===== src/rtl/hashed_page_index_table_top_assert.svh =====
// assertion macros for the hashed page index table
`ifndef HASHED_PAGE_INDEX_TABLE_TOP_ASSERT_SVH
`define HASHED_PAGE_INDEX_TABLE_TOP_ASSERT_SVH

// same-cycle implication, checked outside reset
`define HPIT_ASSERT_NOW(label, ante, cons, msg) \
	label: assert property (@(posedge clk) disable iff (!arst_n) (ante) |-> (cons)) \
		else $error(msg);

// next-cycle implication, checked outside reset
`define HPIT_ASSERT_NEXT(label, ante, cons, msg) \
	label: assert property (@(posedge clk) disable iff (!arst_n) (ante) |=> (cons)) \
		else $error(msg);

`endif


===== src/rtl/hpit_ram.sv =====
// generic single-write, single-read ram with registered read data
`timescale 1ns / 1ps

module hpit_ram #(
	parameter int WIDTH = 8,
	parameter int DEPTH = 16,
	localparam int AW = (DEPTH > 1) ? $clog2(DEPTH) : 1
) (
	input  logic             clk,
	input  logic             we,
	input  logic [AW-1:0]    waddr,
	input  logic [WIDTH-1:0] wdata,
	input  logic [AW-1:0]    raddr,
	output logic [WIDTH-1:0] rdata
);

	logic [WIDTH-1:0] mem_q [DEPTH];
	logic [WIDTH-1:0] rdata_q;

	always_ff @(posedge clk) begin
		if (we) begin
			mem_q[waddr] <= wdata;
		end
		rdata_q <= mem_q[raddr];
	end

	assign rdata = rdata_q;

endmodule

===== config.mk =====
export PLATFORM = sky130hd
export DESIGN_NAME = hpit_ram
export DESIGN_NICKNAME = d
export VERILOG_FILES = /design/src/rtl/hashed_page_index_table_top_assert.svh /design/src/rtl/hpit_ram.sv
export SDC_FILE = /design/constraint.sdc
export NUM_CORES = 1
export LEC_CHECK = 0
export BUFFER_PORTS_ARGS = -buffer_cell sky130_fd_sc_hd__buf_2
export CORE_ASPECT_RATIO = 1.5
export CORE_MARGIN = 5
export CORE_UTILIZATION = 38
export DETAILED_ROUTE_END_ITERATION = 8
export GPL_TIMING_DRIVEN = 0
export SETUP_SLACK_MARGIN = 0.4
export SLEW_MARGIN = 10
export SYNTH_ARGS = -nofsm -noshare
export SYNTH_HDL_FRONTEND = slang
export SYNTH_SLANG_ARGS = --single-unit
export TNS_END_PERCENT = 30

===== constraint.sdc =====
create_clock -name clk -period 2.1 [get_ports clk]
set_input_delay 0.525 -clock clk [delete_from_list [all_inputs] [get_ports clk]]
set_output_delay 0.525 -clock clk [all_outputs]
set_load 0.01 [all_outputs]

==> Word-level counts from Yosys, hierarchy flattened <==
Memories as Yosys holds them, arrays and structs flattened. A register that Yosys moved wholly into a read port is not among the register bits.
Index checks and enable logic that the tools add are counted.
{ "word_totals": {"ff_bits": 0, "n_memories": 1, "out_inout_bits": 8, "ram_bits": 128, "input_bits": 18} }
{ "memory_table": {"columns": ["memory", "words", "width", "read_ports", "rd_clocked_by_memory_dff", "write_ports", "line", "source"], "rows": [
  ["mem_q", 16, 8, 1, 1, 1, "hpit_ram.sv:17", "logic [WIDTH-1:0] mem_q [DEPTH];"]
]} }
{ "classes": {"n_mux": 2} }
{ "op_table": {"columns": ["op", "count"], "rows": [
  ["$mux 1", 2]
]} }

==> Logic depth before layout (Yosys ltp) <==
{ "depth": {"ltp_word": 2, "mapped_depth": 5, "ltp_nobuf": 3} }

==> Least setup slack after synthesis <==
No wires, ideal clock.
{ "synth_path": {"path_type": "input-to-reg", "startpoint": "input waddr[2]", "endpoint": "memory mem_q[0][0], enable pin", "path_buffers": 0, "path_stages": 2, "arrival_ps": 1635, "slack_ps": 82, "required_ps": 1717, "setup_time_ps": 383, "path_cell_list": "or3b_2 nor3_1"} }
{ "synth_rtl": {"columns": ["element", "line", "source"], "rows": [
  ["start: declaration", "hpit_ram.sv:11", "input logic [AW-1:0] waddr,"],
  ["end: declaration", "hpit_ram.sv:17", null]
]} }
No word-level cell before the write port.

==> Worst setup path after layout <==
{ "layout_path": {"startpoint": "input waddr[2]", "endpoint": "memory mem_q[1][5], enable pin"} }
No word-level cell before the write port.

==> flow_summary.json <==
{
  "end_kind": "register",
  "core_sq_mm": 0.0134,
  "synth.avg_cell_area_sq_um": 22.5,
  "final_cell_mix": "edfxtp_1, buf_2, mux4_2",
  "drive_gt1_share_pct": 30.2,
  "synthDistinctLibCells": 19,
  "cts-buffers-inserted": 17,
  "clk_pin_slew_worst_paths_ns": 0.05,
  "post-cts-setup-buffer-count": 0,
  "clk_path_buf_depth": 2,
  "grt_pass1_vias": 2616,
  "syn_area_sq_mm": 0.00515,
  "cap_violations": 0,
  "place_ws_ns": -0.267,
  "ios": 26,
  "port_buffers": 24,
  "ant_nets": 0,
  "critPathMaxStageDelay_ns": 0.63,
  "routabilityCongestion": 0.770,
  "leakage_nw": 2.00,
  "num_rows": 52,
  "synth-xor-area-share_pct": 0,
  "synth_top_area_cell": "edfxtp_1",
  "antenna_found_initial": 0,
  "power.density_mw_per_mm2": 995,
  "synth-simple-area-share_pct": 3.18,
  "rsz0062_at_grt": "yes",
  "vias": 2420,
  "ys_warn_count": 0,
  "htree_levels": 4,
  "drt_wl_total_um": 10500,
  "total_power_mw": 5.99,
  "outcome": "completed",
  "cp-start-kind": "primary input",
  "worst_slack_ns": 0.322,
  "cts_sinks": 136,
  "synth_top_area_share_pct": 74.7,
  "synthAdderAreaFrac_pct": 0,
  "ys_top_cells_by_area": "edfxtp_1, mux4_2, mux4_1",
  "timing_hold_violations_final": 0,
  "synth_compound_area_share_pct": 2.33,
  "grt_max_degree": 17,
  "cts_root_buffer": "clkbuf_16",
  "syn2layout_area_growth_pct": 16.9,
  "yosys_register_bits": 136,
  "crit_type": "in -> reg",
  "die_y_um": 153,
  "initial_utilization_pct": 38.4,
  "drt_iter0_drc": 183,
  "hold_class": "in -> reg",
  "synth_flop_cell": "edfxtp_1",
  "synth_fp_nets": 247,
  "path_cells": "buf_2, or3b_2, nor2_1",
  "setup_violations": 0,
  "final_common_cell": "edfxtp_1",
  "crit_buf_inv": 1,
  "avgViaCountPerCell": 5.41,
  "yosysSeqAreaShare_pct": 77.8,
  "arrival_ns": 1.81,
  "vdd_drop_max_mv": 0.404,
  "drc": 0,
  "die_w_um": 105,
  "required_ns": 2.14,
  "muxShareOfSynthArea_pct": 15.0,
  "cts_hold_buffers": 0,
  "synth-edff-count": 128,
  "die_area_sq_mm": 0.0160,
  "wl_per_cell_um": 23.4,
  "synth_cells": 229,
  "fillers": 1139,
  "cp_max_fo": 8,
  "multi_input_area_sq_mm": 0.00108,
  "synth_top_family_by_area": "multiplexers",
  "maxSlewHeadroom_pct": 43.9,
  "grt_pass1_wl_um": 16100,
  "nets": 290,
  "gr-total-overflow": 0,
  "crit_path_top_delay_cell": "nor2_1",
  "worst-slew-pin-transition_ns": 0.838,
  "diodes": 0,
  "period_minus_slack_ns": 1.78,
  "cts_tree": "done",
  "critical-path-top-delay-family": "simple AND/OR/NAND/NOR gates",
  "timing.fmax_ghz": 0.563,
  "grt_use_total_pct": 14.1,
  "post-route-period-util_pct": 84.6,
  "whs_ns": 0.521,
  "dr.pass1.iters": 4,
  "async_flop_share_pct": 0,
  "dp_hpwl_um": 6990,
  "insertion_delay_ns": 0.41,
  "finClkSkew_ns": 0.00375,
  "regArea_sq_mm": 0.00400,
  "slew_violations": 0
}
[per-layer routing]
metal | up-vias | routed length, um | GRT usage, %
li1 | 1061 | - | -
met1 | 1268 | 3900 | 16.0
met2 | 75 | 5790 | 24.4
met3 | 16 | 559 | 4.32
met4 | 0 | 226 | 5.91
met5 | - | 0 | 0
[final timing paths]
| check | from | slack [ns] | depth (start not counted) | end |
|---|---|---|---|---|
| max | waddr[2] | 0.32 | 3 | mem_q[1][5]$_DFFE_PP_ |
| min | wdata[6] | 0.52 | 1 | mem_q[7][6]$_DFFE_PP_ |
| max reg2reg | mem_q[1][1]$_DFFE_PP_ | 0.63 | 3 | rdata[1]$_DFF_P_ |
| min reg2reg | mem_q[12][1]$_DFFE_PP_ | 0.68 | 3 | rdata[1]$_DFF_P_ |
[state kept, by name, indices dropped and copies added, names as in the netlist]
| register | cells |
|---|---|
| mem_q | 128 |
| rdata | 8 |
[synthesized netlist by cell type (2+ instances only)]
| library cell | count |
|---|---|
| a22oi_1 | 16 |
| buf_2 | 3 |
| buf_6 | 3 |
| clkdlybuf4s25_2 | 3 |
| dfxtp_1 | 8 |
| edfxtp_1 | 128 |
| mux4_1 | 14 |
| mux4_2 | 18 |
| nand2_1 | 9 |
| nand2b_1 | 2 |
| nand3b_1 | 2 |
| nor2_1 | 13 |
| nor3_1 | 4 |
[cells by family after synthesis]
group / count (synthesis)
simple gates: 35
flops: 136
compound gates: 16
mux: 32
buf+inv: 10
[cell type report]
class | count | share of cell area (%)
buffer | 10 | 1.43
clock buffer | 22 | 7.38
clock inverter | 10 | 1.33
multi-input combinational | 83 | 18.0
sequential | 136 | 66.5
tap | 162 | 3.37
timing repair buffer | 24 | 2.00
[power by group]
part	internal, mW	switching [mW]	total (mW)
clock network	1.61	1.03	2.64
logic	0.121	0.180	0.301
registers	3.04	0.0135	3.05
total	4.77	1.22	5.99
[per-stage QoR]
stage | cell area, sq um | util, % | cells | setup TNS, ns
floorplan | 5150 | - | 229 | 0
global placement | 5480 | 40.9 | 415 | -7.90
detailed placement | 5480 | 40.9 | 415 | -7.19
CTS | 6010 | 44.9 | 447 | 0
global route | 6020 | 44.9 | 447 | 0
finish | 6020 | 44.9 | 447 | 0
[worst register-to-register path, cell delays in order, from the launching register on]
cell	delay [ns]
edfxtp_1	0.37
mux4_1	0.60
a22oi_1	0.31
nand2_1	0.08
[timing repair]
| item | CTS | global route |
|---|---|---|
| resized for setup | 2 | 2 |
| pin swaps | 0 | 0 |
| setup endpoints to repair | 48 | 32 |
(Power assumes the default switching activity.)
